File: src/hw/rtl/point_affine_transform_core_defines.svh
`ifndef POINT_AFFINE_TRANSFORM_CORE_DEFINES_SVH
`define POINT_AFFINE_TRANSFORM_CORE_DEFINES_SVH

// same-cycle implication, sampled on clk, off while arst_n is low
`define PAT_ASSERT_NOW(name, ante, cons, msg) \
	name: assert property (@(posedge clk) disable iff (!arst_n) (ante) |-> (cons)) \
		else $error(msg);

// next-cycle implication
`define PAT_ASSERT_NEXT(name, ante, cons, msg) \
	name: assert property (@(posedge clk) disable iff (!arst_n) (ante) |=> (cons)) \
		else $error(msg);

`endif

File: src/hw/rtl/pat_pkg.sv
`default_nettype none

package pat_pkg;

	localparam int unsigned DEF_COORD_BITS     = 16;
	localparam int unsigned DEF_TRIG_FRAC_BITS = 15;

	localparam int unsigned SCALE_W    = 8;
	localparam int unsigned ANGLE_W    = 9;
	localparam int unsigned CFG_IDX_W  = 3;
	localparam int unsigned KIND_W     = 2;
	localparam int unsigned TAB_IDX_W  = 7;
	localparam int unsigned TAB_LAST   = 90;

	localparam logic [ANGLE_W-1:0] DEG_90  = 9'd90;
	localparam logic [ANGLE_W-1:0] DEG_180 = 9'd180;
	localparam logic [ANGLE_W-1:0] DEG_270 = 9'd270;
	localparam logic [ANGLE_W-1:0] DEG_360 = 9'd360;

	// pi/180 in Q40
	localparam logic [63:0] DEG_TO_RAD_Q40 = 64'd19190098069;

	typedef enum logic [KIND_W-1:0] {
		KIND_TRANSLATE = 2'd0,
		KIND_SCALE     = 2'd1,
		KIND_ROTATE    = 2'd2
	} kind_e;

	typedef enum logic [CFG_IDX_W-1:0] {
		REG_KIND    = 3'd0,
		REG_SHIFT_X = 3'd1,
		REG_SHIFT_Y = 3'd2,
		REG_SCALE_X = 3'd3,
		REG_SCALE_Y = 3'd4,
		REG_ANGLE   = 3'd5,
		REG_PIVOT_X = 3'd6,
		REG_PIVOT_Y = 3'd7
	} cfg_reg_e;

	// sine of deg (0..90) via truncated taylor series in q2.30, rounded half up
	// to frac_bits; only ever called with constants to build the lookup table
	function automatic logic [63:0] sin_deg_q(input int unsigned deg,
		input int unsigned frac_bits);
		logic [63:0]        x;
		logic [63:0]        x2;
		logic [63:0]        term;
		logic [63:0]        p;
		logic signed [63:0] sum;
		int unsigned        sh;
		int unsigned        n;
		x    = (64'(deg) * DEG_TO_RAD_Q40) >> 10;
		x2   = (x * x) >> 30;
		term = x;
		sum  = $signed(x);
		for (n = 1; n <= 9; n++) begin
			p = (term * x2) >> 30;
			case (n)
				1: term = p / 64'd6;
				2: term = p / 64'd20;
				3: term = p / 64'd42;
				4: term = p / 64'd72;
				5: term = p / 64'd110;
				6: term = p / 64'd156;
				7: term = p / 64'd210;
				8: term = p / 64'd272;
				default: term = p / 64'd342;
			endcase
			if ((n & 1) != 0)
				sum = sum - $signed(term);
			else
				sum = sum + $signed(term);
		end
		if (sum < 0)
			sum = '0;
		sh = 30 - frac_bits;
		return ($unsigned(sum) + (64'd1 << (sh - 1))) >> sh;
	endfunction

endpackage

`default_nettype wire

File: src/hw/rtl/pat_point_if.sv
`default_nettype none

interface pat_point_if #(
	parameter int unsigned COORD_BITS = pat_pkg::DEF_COORD_BITS
);
	logic                         valid;
	logic                         ready;
	logic signed [COORD_BITS-1:0] point_x;
	logic signed [COORD_BITS-1:0] point_y;

	modport source (output valid, output point_x, output point_y, input ready);
	modport sink   (input valid, input point_x, input point_y, output ready);
endinterface

`default_nettype wire

File: src/hw/rtl/pat_result_if.sv
`default_nettype none

interface pat_result_if #(
	parameter int unsigned COORD_BITS = pat_pkg::DEF_COORD_BITS
);
	logic                         valid;
	logic                         ready;
	logic signed [COORD_BITS-1:0] out_x;
	logic signed [COORD_BITS-1:0] out_y;
	logic                         clipped;

	modport source (output valid, output out_x, output out_y, output clipped,
		input ready);
	modport sink   (input valid, input out_x, input out_y, input clipped,
		output ready);
endinterface

`default_nettype wire

File: src/hw/rtl/pat_trig.sv
`default_nettype none

module pat_trig #(
	parameter int unsigned TRIG_FRAC_BITS = pat_pkg::DEF_TRIG_FRAC_BITS
) (
	input  wire logic        [pat_pkg::ANGLE_W-1:0] angle,
	output logic signed      [TRIG_FRAC_BITS+1:0]   cos_val,
	output logic signed      [TRIG_FRAC_BITS+1:0]   sin_val
);

	localparam int unsigned TW = TRIG_FRAC_BITS + 2;

	typedef enum logic [1:0] {
		QUAD_FIRST,
		QUAD_SECOND,
		QUAD_THIRD,
		QUAD_FOURTH
	} quad_t;

	logic [TRIG_FRAC_BITS:0] sin_tab [0:pat_pkg::TAB_LAST];

	for (genvar g = 0; g <= pat_pkg::TAB_LAST; g++) begin : g_tab
		localparam logic [63:0] TabVal = pat_pkg::sin_deg_q(g, TRIG_FRAC_BITS);
		assign sin_tab[g] = TabVal[TRIG_FRAC_BITS:0];
	end

	logic        [pat_pkg::ANGLE_W-1:0]   ang;
	logic        [pat_pkg::ANGLE_W-1:0]   resid;
	logic        [pat_pkg::TAB_IDX_W-1:0] idx_s;
	logic        [pat_pkg::TAB_IDX_W-1:0] idx_c;
	logic signed [TW-1:0]                 s_val;
	logic signed [TW-1:0]                 c_val;
	quad_t                                quad;

	always_comb begin
		// angles from 360 up wrap once, the field tops out at 511
		ang = (angle >= pat_pkg::DEG_360) ? angle - pat_pkg::DEG_360 : angle;
		if (ang < pat_pkg::DEG_90) begin
			quad  = QUAD_FIRST;
			resid = ang;
		end else if (ang < pat_pkg::DEG_180) begin
			quad  = QUAD_SECOND;
			resid = ang - pat_pkg::DEG_90;
		end else if (ang < pat_pkg::DEG_270) begin
			quad  = QUAD_THIRD;
			resid = ang - pat_pkg::DEG_180;
		end else begin
			quad  = QUAD_FOURTH;
			resid = ang - pat_pkg::DEG_270;
		end
		idx_s = resid[pat_pkg::TAB_IDX_W-1:0];
		idx_c = pat_pkg::TAB_IDX_W'(pat_pkg::TAB_LAST) - idx_s;
		s_val = $signed({1'b0, sin_tab[idx_s]});
		c_val = $signed({1'b0, sin_tab[idx_c]});
		case (quad)
			QUAD_FIRST: begin
				sin_val = s_val;
				cos_val = c_val;
			end
			QUAD_SECOND: begin
				sin_val = c_val;
				cos_val = -s_val;
			end
			QUAD_THIRD: begin
				sin_val = -s_val;
				cos_val = -c_val;
			end
			QUAD_FOURTH: begin
				sin_val = -c_val;
				cos_val = s_val;
			end
			default: begin
				sin_val = s_val;
				cos_val = c_val;
			end
		endcase
	end

endmodule

`default_nettype wire

File: src/hw/rtl/pat_cfg.sv
`default_nettype none

module pat_cfg #(
	parameter int unsigned COORD_BITS     = pat_pkg::DEF_COORD_BITS,
	parameter int unsigned TRIG_FRAC_BITS = pat_pkg::DEF_TRIG_FRAC_BITS,
	parameter int unsigned CFG_W          = (COORD_BITS > pat_pkg::ANGLE_W) ?
		COORD_BITS : pat_pkg::ANGLE_W
) (
	input  wire logic                                 clk,
	input  wire logic                                 arst_n,
	input  wire logic                                 cfg_we,
	input  wire logic        [pat_pkg::CFG_IDX_W-1:0] cfg_index,
	input  wire logic        [CFG_W-1:0]              cfg_data,
	output pat_pkg::kind_e                            kind_q,
	output logic signed      [COORD_BITS-1:0]         shift_x_q,
	output logic signed      [COORD_BITS-1:0]         shift_y_q,
	output logic signed      [pat_pkg::SCALE_W-1:0]   scale_x_q,
	output logic signed      [pat_pkg::SCALE_W-1:0]   scale_y_q,
	output logic signed      [COORD_BITS-1:0]         pivot_x_q,
	output logic signed      [COORD_BITS-1:0]         pivot_y_q,
	output logic signed      [TRIG_FRAC_BITS+1:0]     cos_q,
	output logic signed      [TRIG_FRAC_BITS+1:0]     sin_q
);

	localparam int unsigned TW = TRIG_FRAC_BITS + 2;
	localparam logic signed [TW-1:0] TRIG_ONE = {2'b01, {TRIG_FRAC_BITS{1'b0}}};

	logic signed [TW-1:0] new_cos;
	logic signed [TW-1:0] new_sin;

	// trig terms come straight from the written angle, no angle register kept
	pat_trig #(
		.TRIG_FRAC_BITS(TRIG_FRAC_BITS)
	) u_trig (
		.angle   (cfg_data[pat_pkg::ANGLE_W-1:0]),
		.cos_val (new_cos),
		.sin_val (new_sin)
	);

	always_ff @(posedge clk or negedge arst_n) begin
		if (!arst_n) begin
			kind_q    <= pat_pkg::KIND_TRANSLATE;
			shift_x_q <= '0;
			shift_y_q <= '0;
			scale_x_q <= pat_pkg::SCALE_W'(1);
			scale_y_q <= pat_pkg::SCALE_W'(1);
			pivot_x_q <= '0;
			pivot_y_q <= '0;
			cos_q     <= TRIG_ONE;
			sin_q     <= '0;
		end else if (cfg_we) begin
			case (pat_pkg::cfg_reg_e'(cfg_index))
				pat_pkg::REG_KIND:    kind_q <= pat_pkg::kind_e'(cfg_data[pat_pkg::KIND_W-1:0]);
				pat_pkg::REG_SHIFT_X: shift_x_q <= cfg_data[COORD_BITS-1:0];
				pat_pkg::REG_SHIFT_Y: shift_y_q <= cfg_data[COORD_BITS-1:0];
				pat_pkg::REG_SCALE_X: scale_x_q <= cfg_data[pat_pkg::SCALE_W-1:0];
				pat_pkg::REG_SCALE_Y: scale_y_q <= cfg_data[pat_pkg::SCALE_W-1:0];
				pat_pkg::REG_ANGLE: begin
					cos_q <= new_cos;
					sin_q <= new_sin;
				end
				pat_pkg::REG_PIVOT_X: pivot_x_q <= cfg_data[COORD_BITS-1:0];
				pat_pkg::REG_PIVOT_Y: pivot_y_q <= cfg_data[COORD_BITS-1:0];
				default: ;
			endcase
		end
	end

endmodule

`default_nettype wire

File: src/hw/rtl/pat_datapath.sv
`default_nettype none

module pat_datapath #(
	parameter int unsigned COORD_BITS     = pat_pkg::DEF_COORD_BITS,
	parameter int unsigned TRIG_FRAC_BITS = pat_pkg::DEF_TRIG_FRAC_BITS
) (
	input  wire logic                                clk,
	input  wire logic                                arst_n,
	input  wire pat_pkg::kind_e                      kind,
	input  wire logic signed [COORD_BITS-1:0]        shift_x,
	input  wire logic signed [COORD_BITS-1:0]        shift_y,
	input  wire logic signed [pat_pkg::SCALE_W-1:0]  scale_x,
	input  wire logic signed [pat_pkg::SCALE_W-1:0]  scale_y,
	input  wire logic signed [COORD_BITS-1:0]        pivot_x,
	input  wire logic signed [COORD_BITS-1:0]        pivot_y,
	input  wire logic signed [TRIG_FRAC_BITS+1:0]    cos_term,
	input  wire logic signed [TRIG_FRAC_BITS+1:0]    sin_term,
	pat_point_if.sink                                point,
	pat_result_if.source                             result
);

	localparam int unsigned F  = TRIG_FRAC_BITS;
	localparam int unsigned DW = COORD_BITS + 1;
	localparam int unsigned PW = COORD_BITS + F + 3;
	localparam int unsigned SW = COORD_BITS + F + 4;
	localparam int unsigned MW = COORD_BITS + pat_pkg::SCALE_W;
	localparam int unsigned RW = COORD_BITS + pat_pkg::SCALE_W + 1;

	// input register
	logic                         v_s1;
	logic signed [COORD_BITS-1:0] px_s1;
	logic signed [COORD_BITS-1:0] py_s1;

	// result register
	logic                         res_v_q;
	logic signed [COORD_BITS-1:0] out_x_q;
	logic signed [COORD_BITS-1:0] out_y_q;
	logic                         clipped_q;

	logic advance;

	assign advance      = !res_v_q || result.ready;
	assign point.ready  = !v_s1 || advance;

	// rotate about pivot
	logic signed [DW-1:0] dx;
	logic signed [DW-1:0] dy;
	logic signed [PW-1:0] m_xc;
	logic signed [PW-1:0] m_ys;
	logic signed [PW-1:0] m_xs;
	logic signed [PW-1:0] m_yc;
	logic signed [SW-1:0] sum_x;
	logic signed [SW-1:0] sum_y;
	logic signed [SW-1:0] bias_x;
	logic signed [SW-1:0] bias_y;
	logic signed [RW-1:0] rot_x;
	logic signed [RW-1:0] rot_y;

	assign dx   = DW'(px_s1) - DW'(pivot_x);
	assign dy   = DW'(py_s1) - DW'(pivot_y);
	assign m_xc = PW'(dx) * PW'(cos_term);
	assign m_ys = PW'(dy) * PW'(sin_term);
	assign m_xs = PW'(dx) * PW'(sin_term);
	assign m_yc = PW'(dy) * PW'(cos_term);

	assign sum_x = (SW'(pivot_x) <<< F) + SW'(m_xc) - SW'(m_ys);
	assign sum_y = (SW'(pivot_y) <<< F) + SW'(m_xs) + SW'(m_yc);

	// add all-ones fraction on negatives so the shift rounds toward zero
	assign bias_x = sum_x + $signed({{(SW - F){1'b0}}, {F{sum_x[SW-1]}}});
	assign bias_y = sum_y + $signed({{(SW - F){1'b0}}, {F{sum_y[SW-1]}}});
	assign rot_x  = RW'($signed(bias_x[SW-1:F]));
	assign rot_y  = RW'($signed(bias_y[SW-1:F]));

	// scale
	logic signed [MW-1:0] prod_x;
	logic signed [MW-1:0] prod_y;

	assign prod_x = MW'(px_s1) * MW'(scale_x);
	assign prod_y = MW'(py_s1) * MW'(scale_y);

	logic signed [RW-1:0] res_x;
	logic signed [RW-1:0] res_y;
	logic                 ov_x;
	logic                 ov_y;

	always_comb begin
		case (kind)
			pat_pkg::KIND_TRANSLATE: begin
				res_x = RW'(px_s1) + RW'(shift_x);
				res_y = RW'(py_s1) + RW'(shift_y);
			end
			pat_pkg::KIND_SCALE: begin
				res_x = RW'(prod_x);
				res_y = RW'(prod_y);
			end
			pat_pkg::KIND_ROTATE: begin
				res_x = rot_x;
				res_y = rot_y;
			end
			default: begin
				res_x = RW'(px_s1);
				res_y = RW'(py_s1);
			end
		endcase
		// out of range when the result sign bit and the bits above it disagree
		ov_x = !((&res_x[RW-1:COORD_BITS-1]) || !(|res_x[RW-1:COORD_BITS-1]));
		ov_y = !((&res_y[RW-1:COORD_BITS-1]) || !(|res_y[RW-1:COORD_BITS-1]));
	end

	always_ff @(posedge clk or negedge arst_n) begin
		if (!arst_n) begin
			v_s1    <= 1'b0;
			res_v_q <= 1'b0;
		end else begin
			if (point.valid && point.ready)
				v_s1 <= 1'b1;
			else if (advance)
				v_s1 <= 1'b0;
			if (advance)
				res_v_q <= v_s1;
		end
	end

	always_ff @(posedge clk) begin
		if (point.valid && point.ready) begin
			px_s1 <= point.point_x;
			py_s1 <= point.point_y;
		end
		if (advance && v_s1) begin
			out_x_q   <= ov_x ? {res_x[RW-1], {(COORD_BITS - 1){~res_x[RW-1]}}} :
				res_x[COORD_BITS-1:0];
			out_y_q   <= ov_y ? {res_y[RW-1], {(COORD_BITS - 1){~res_y[RW-1]}}} :
				res_y[COORD_BITS-1:0];
			clipped_q <= ov_x || ov_y;
		end
	end

	assign result.valid   = res_v_q;
	assign result.out_x   = out_x_q;
	assign result.out_y   = out_y_q;
	assign result.clipped = clipped_q;

endmodule

`default_nettype wire

File: src/hw/rtl/point_affine_transform_core.sv
// an accepted request is held in the input register, then in the result register
// throughput: one request per cycle while result.ready is high, set by the single
// pass from the input register through the multipliers and saturation into the
// result register; reset: pipeline emptied, transform translate with zero shift,
// scales 1, pivot 0, cosine term 1.0 and sine term 0
`default_nettype none

`include "point_affine_transform_core_defines.svh"

module point_affine_transform_core #(
	parameter int unsigned COORD_BITS     = pat_pkg::DEF_COORD_BITS,
	parameter int unsigned TRIG_FRAC_BITS = pat_pkg::DEF_TRIG_FRAC_BITS,
	parameter int unsigned CFG_W          = (COORD_BITS > pat_pkg::ANGLE_W) ?
		COORD_BITS : pat_pkg::ANGLE_W
) (
	input  wire logic                          clk,
	input  wire logic                          arst_n,
	input  wire logic                          cfg_we,
	input  wire logic [pat_pkg::CFG_IDX_W-1:0] cfg_index,
	input  wire logic [CFG_W-1:0]              cfg_data,
	pat_point_if.sink                          point,
	pat_result_if.source                       result
);

	localparam int unsigned TW = TRIG_FRAC_BITS + 2;
	localparam logic signed [TW-1:0] TRIG_ONE = {2'b01, {TRIG_FRAC_BITS{1'b0}}};
	localparam logic [COORD_BITS-1:0] COORD_MAX = {1'b0, {(COORD_BITS - 1){1'b1}}};
	localparam logic [COORD_BITS-1:0] COORD_MIN = {1'b1, {(COORD_BITS - 1){1'b0}}};

	pat_pkg::kind_e                       kind;
	logic signed [COORD_BITS-1:0]         shift_x;
	logic signed [COORD_BITS-1:0]         shift_y;
	logic signed [pat_pkg::SCALE_W-1:0]   scale_x;
	logic signed [pat_pkg::SCALE_W-1:0]   scale_y;
	logic signed [COORD_BITS-1:0]         pivot_x;
	logic signed [COORD_BITS-1:0]         pivot_y;
	logic signed [TW-1:0]                 cos_term;
	logic signed [TW-1:0]                 sin_term;

	pat_cfg #(
		.COORD_BITS     (COORD_BITS),
		.TRIG_FRAC_BITS (TRIG_FRAC_BITS),
		.CFG_W          (CFG_W)
	) u_cfg (
		.clk       (clk),
		.arst_n    (arst_n),
		.cfg_we    (cfg_we),
		.cfg_index (cfg_index),
		.cfg_data  (cfg_data),
		.kind_q    (kind),
		.shift_x_q (shift_x),
		.shift_y_q (shift_y),
		.scale_x_q (scale_x),
		.scale_y_q (scale_y),
		.pivot_x_q (pivot_x),
		.pivot_y_q (pivot_y),
		.cos_q     (cos_term),
		.sin_q     (sin_term)
	);

	pat_datapath #(
		.COORD_BITS     (COORD_BITS),
		.TRIG_FRAC_BITS (TRIG_FRAC_BITS)
	) u_datapath (
		.clk      (clk),
		.arst_n   (arst_n),
		.kind     (kind),
		.shift_x  (shift_x),
		.shift_y  (shift_y),
		.scale_x  (scale_x),
		.scale_y  (scale_y),
		.pivot_x  (pivot_x),
		.pivot_y  (pivot_y),
		.cos_term (cos_term),
		.sin_term (sin_term),
		.point    (point),
		.result   (result)
	);

	// a clipped result carries a rail value on at least one axis
	`PAT_ASSERT_NOW(a_clip_at_rail, result.valid && result.clipped, result.out_x == COORD_MAX || result.out_x == COORD_MIN || result.out_y == COORD_MAX || result.out_y == COORD_MIN, "clipped without a saturated coordinate")

	// pass-through for an unused transform code never saturates
	`PAT_ASSERT_NOW(a_pass_no_clip, result.valid && kind != pat_pkg::KIND_TRANSLATE && kind != pat_pkg::KIND_SCALE && kind != pat_pkg::KIND_ROTATE, !result.clipped, "pass-through request reported clipped")

	// a zero angle loads cosine 1.0 and sine 0
	`PAT_ASSERT_NEXT(a_zero_angle, cfg_we && cfg_index == pat_pkg::REG_ANGLE && cfg_data[pat_pkg::ANGLE_W-1:0] == '0, cos_term == TRIG_ONE && sin_term == '0, "zero angle gave wrong trig terms")

endmodule

`default_nettype wire
File: src/flat_wrapper.sv
// flat-port wrapper written by rule: the top's interface ports become plain ports
module point_affine_transform_core_flat 
#(
	parameter int unsigned COORD_BITS     = pat_pkg::DEF_COORD_BITS,
	parameter int unsigned TRIG_FRAC_BITS = pat_pkg::DEF_TRIG_FRAC_BITS,
	parameter int unsigned CFG_W          = (COORD_BITS > pat_pkg::ANGLE_W) ?
		COORD_BITS : pat_pkg::ANGLE_W
)
  (clk, arst_n, cfg_we, cfg_index, cfg_data, point_valid, point_point_x, point_point_y, point_ready, result_valid, result_out_x, result_out_y, result_clipped, result_ready);
  pat_point_if #(.COORD_BITS(COORD_BITS)) point_i ();
  pat_result_if #(.COORD_BITS(COORD_BITS)) result_i ();
  input  wire logic clk;
  input  wire logic arst_n;
  input  wire logic cfg_we;
  input  wire logic [pat_pkg::CFG_IDX_W-1:0] cfg_index;
  input  wire logic [CFG_W-1:0] cfg_data;
  input wire logic [$bits(point_i.valid)-1:0] point_valid;
  input wire logic [$bits(point_i.point_x)-1:0] point_point_x;
  input wire logic [$bits(point_i.point_y)-1:0] point_point_y;
  output wire logic [$bits(point_i.ready)-1:0] point_ready;
  output wire logic [$bits(result_i.valid)-1:0] result_valid;
  output wire logic [$bits(result_i.out_x)-1:0] result_out_x;
  output wire logic [$bits(result_i.out_y)-1:0] result_out_y;
  output wire logic [$bits(result_i.clipped)-1:0] result_clipped;
  input wire logic [$bits(result_i.ready)-1:0] result_ready;
  assign point_i.valid = point_valid;
  assign point_i.point_x = point_point_x;
  assign point_i.point_y = point_point_y;
  assign point_ready = point_i.ready;
  assign result_valid = result_i.valid;
  assign result_out_x = result_i.out_x;
  assign result_out_y = result_i.out_y;
  assign result_clipped = result_i.clipped;
  assign result_i.ready = result_ready;
  point_affine_transform_core #(.COORD_BITS(COORD_BITS), .TRIG_FRAC_BITS(TRIG_FRAC_BITS), .CFG_W(CFG_W)) u_core (.clk(clk), .arst_n(arst_n), .cfg_we(cfg_we), .cfg_index(cfg_index), .cfg_data(cfg_data), .point(point_i), .result(result_i));
endmodule
File: config.mk
export PLATFORM = sky130hd
export DESIGN_NAME = point_affine_transform_core_flat
export DESIGN_NICKNAME = d
export VERILOG_FILES = /design/src/hw/rtl/pat_pkg.sv /design/src/hw/rtl/pat_point_if.sv /design/src/hw/rtl/pat_result_if.sv /design/src/hw/rtl/pat_trig.sv /design/src/hw/rtl/pat_cfg.sv /design/src/hw/rtl/pat_datapath.sv /design/src/hw/rtl/point_affine_transform_core.sv /design/src/flat_wrapper.sv
export VERILOG_INCLUDE_DIRS = /design/src /design/src/hw/rtl
export SDC_FILE = /design/constraint.sdc
export NUM_CORES = 2
export LEC_CHECK = 0
export BUFFER_PORTS_ARGS = -buffer_cell sky130_fd_sc_hd__buf_2
export CORE_ASPECT_RATIO = 1.2
export CORE_MARGIN = 1.5
export CORE_UTILIZATION = 30
export CTS_CLUSTER_DIAMETER = 120
export CTS_CLUSTER_SIZE = 14
export DETAILED_ROUTE_END_ITERATION = 6
export GPL_TIMING_DRIVEN = 0
export PLACE_DENSITY_LB_ADDON = 0.2
export SLEW_MARGIN = 10
export SYNTH_ARGS = -nofsm -noshare
export SYNTH_HDL_FRONTEND = slang
export SYNTH_HIERARCHICAL = 1
export SYNTH_SLANG_ARGS = --single-unit
File: constraint.sdc
create_clock -name clk -period 18.46 [get_ports clk]
set_clock_uncertainty 0.1 [all_clocks]
set_input_delay 3.692 -clock clk [delete_from_list [all_inputs] [get_ports clk]]
set_output_delay 3.692 -clock clk [all_outputs]
set_load 0.005 [all_outputs]
==> reports/qor.yml <==
cts_buffers: 17
setup.worst_path.start_class: "register"
wl_um: 352000
synth-seq-cells: 183
ff2ff_setup_slack_ns: 0.54
tightest_slew_ns: 1.49
drv_slew: 0
whs_endpoint: "u_core/u_cfg/pivot_x_q[14]"
rsz0062_at_grt: "true"
htreeDepth: 4
hold_violations: 0
critPathArrivalTime_ns: 18.10
netlist_area_um2: 79900
finalSetupTns_ns: 0
start_util_pct: 30.2
max_freq_mhz: 55.8
fin_crit_ns: 17.92
yosysTopAreaCell: "fa_1"
clk_pin_slew_worst_paths_ns: 0.10
synth_cell_types: 143
finalWeightedCongestion: 1.02
grt_pass1_wl_um: 506000
io_buffers: 86
ant_nets: 0
design.core.area_um2: 265000
synth_seq_area_share_pct: 6.14
synthTopCellsByArea: "fa_1, inv_1, ha_1"
crit_required_ns: 18.64
area_growth_pct: 7.76
finalCritPeriodShare_pct: 97.1
relSlewSlack_pct: 0.998
yosys_warnings: 6
cts_tree: "built"
dieArea_um2: 270000
cpPeakStageDelay_ns: 0.97
syn_nets: 11353
endpoint_kind: "register"
hold_depth: 1
numClockSinks: 183
viasPerCell: 5.29
clockRootBuffer: "clkbuf_16"
cap_violations: 0
ff_latch_area_um2: 4910
grt_max_degree: 71
remaining_drc_errors: 4
clockBufferDepth: 2
synth-async-reset-ratio_pct: 64.5
hold_path.class: "register to register"
multi_input_area_um2: 65500
final_area_um2: 86100
finalSetupViolations: 0
critPathSlowestCell: "clkbuf_1"
first_global_vias: 70690
drtPass1Iterations: 7
drive_gt1_share_pct: 6.03
pin_count: 91
grt_usage_pct: 26.2
reg2reg_to: "u_core/u_datapath/result.out_x[11]"
antenna_found_initial: 49
wl_per_cell_um: 27.4
avgSynthCellArea_um2: 8.73
violations: "DRC"
dpl.hpwl_um: 289000
nNetsFinal: 11479
worstHoldStart: "u_core/u_cfg/pivot_x_q[14]"
fillers: 28175
synth.most_common_cell: "inv_1"
yosys-top-cells-count: "inv_1, fa_1, nand2_1"
reg2regPathDepth: 51
clk_latency_ns: 0.54
cp_max_fo: 10
grt_overflow: 0
dr_total_vias: 68102
placed_cell_area_um2: 85200
setup.worst_path.class: "register to register"
synth.top_cell.area_share_pct: 39.5
ys.flop_type: "dfrtp_1"
fp.dieW_um: 474
drtIter0Drc: 6432
synth_edf_count: 65
r2r-start: "u_core/u_datapath/py_s1[0]"
num_rows: 207
die_y_um: 568
cp_common_cell: "fa_1"
outcome: "finished with violations"
postSynthCellCount: 9154
-- cells in the final DEF, fill, tap and decap left out, types with 29 or more instances in the layout --
cell,instances
inv_1,2009
fa_1,1575
nand2_1,936
and2_1,572
ha_1,567
clkbuf_1,364
nor2_1,316
o21ai_0,241
a21oi_1,208
xnor2_1,167
nand3_1,165
nor2b_1,145
buf_2,137
nor3_1,135
dfrtp_1,115
mux2_2,103
nand2b_1,99
o211ai_1,87
xor2_1,72
edfxtp_1,65
a21o_1,63
a211oi_1,54
nor4_1,51
a31oi_1,51
mux2i_1,44
o21a_1,41
a311oi_1,37
a211o_1,35
diode_2,33
clkbuf_2,33
o31ai_1,29
-- worst max-delay path by stage --
stage / startpoint / to / slack, ns / depth (start not counted)
global route: u_core/u_cfg/pivot_y_q[0] / u_core/u_datapath/result.out_x[11] / -0.02 / 50
finish: u_core/u_datapath/py_s1[0] / u_core/u_datapath/result.out_x[11] / 0.54 / 51
floorplan: u_core/u_datapath/py_s1[1] / u_core/u_datapath/result.out_y[2] / 4.87 / 54
global placement: u_core/u_datapath/py_s1[0] / u_core/u_datapath/result.clipped / -3.95 / 52
detailed placement: u_core/u_datapath/py_s1[0] / u_core/u_datapath/result.clipped / -1.28 / 53
CTS: u_core/u_datapath/py_s1[0] / u_core/u_datapath/result.out_x[14] / 0.02 / 51
-- layout make-up --
| cell class | count | share of cell area, % |
|---|---|---|
| plain buffers | 490 | 2.56 |
| diodes | 33 | 0.0959 |
| repair buffers | 109 | 0.872 |
| well taps | 3553 | 5.16 |
| inverters | 2023 | 8.83 |
| multi-input cells | 6456 | 76.1 |
| flip-flops and latches | 183 | 5.70 |
| clock inverters | 15 | 0.206 |
| clock buffers | 17 | 0.494 |
-- sequential cells by signal, indices dropped and copies added, names as in the netlist --
| name | cells |
|---|---|
| u_core/u_cfg/cos_q | 17 |
| u_core/u_cfg/sin_q | 17 |
| u_core/u_cfg/pivot_x_q | 16 |
| u_core/u_cfg/pivot_y_q | 16 |
| u_core/u_cfg/shift_x_q | 16 |
| u_core/u_cfg/shift_y_q | 16 |
| u_core/u_datapath/px_s1 | 16 |
| u_core/u_datapath/py_s1 | 16 |
| u_core/u_datapath/result.out_x | 16 |
| u_core/u_datapath/result.out_y | 16 |
| u_core/u_cfg/scale_x_q | 8 |
| u_core/u_cfg/scale_y_q | 8 |
| u_core/u_cfg/kind_q | 2 |
| u_core/u_datapath/result.clipped | 1 |
| u_core/u_datapath/result.valid | 1 |
| u_core/u_datapath/v_s1 | 1 |
-- cell families after synthesis --
group / after synthesis / share of synthesized area, %
simple gates: 2647 / 16.7
buf+inv: 2515 / 12.2
fa+ha+maj: 2144 / 48.4
compound gates: 1231 / 11.0
xor+xnor: 251 / 2.79
mux: 183 / 2.80
flops: 183 / 6.14
-- metal layers --
| layer | share of wire (%) | global-route usage [%] |
|---|---|---|
| met1 | 39 | 32.8 |
| met2 | 45 | 41.6 |
| met3 | 8.6 | 5.69 |
| met4 | 6.7 | 15.2 |
| met5 | 0.014 | 0 |
-- timing repair --
item	in CTS	in global routing
setup endpoints to repair	33	33
cloned	0	0
pin swaps	0	1
setup buffers	0	3
hold buffers	0	0
gates resized for setup	10	52
-- metrics by stage --
step           hold WS [ns]  utilization (%)  setup WS [ns]  instances
3_5_place_dp          0.382             32.2          -1.28      12812
6_report              0.412             32.5          0.543      12879
2_1_floorplan         0.349                -           4.87       9154
4_1_cts               0.409             32.4         0.0212      12844
3_3_place_gp          0.368             32.0          -3.95      12793
5_1_grt               0.419             32.5        -0.0238      12850
-- worst max-delay path: cells and delay by family, from the launching register on --
| family | cells | cell delay (ns) |
|---|---|---|
| compound gates | 20 | 6.20 |
| xor+xnor | 2 | 1.20 |
| fa+ha+maj | 12 | 5.47 |
| buf+inv | 8 | 1.54 |
| flops | 1 | 0.62 |
| simple gates | 9 | 2.47 |
Power is not shown: default switching activity piles up to over one toggle a cycle in this logic, so the estimate is an artifact.
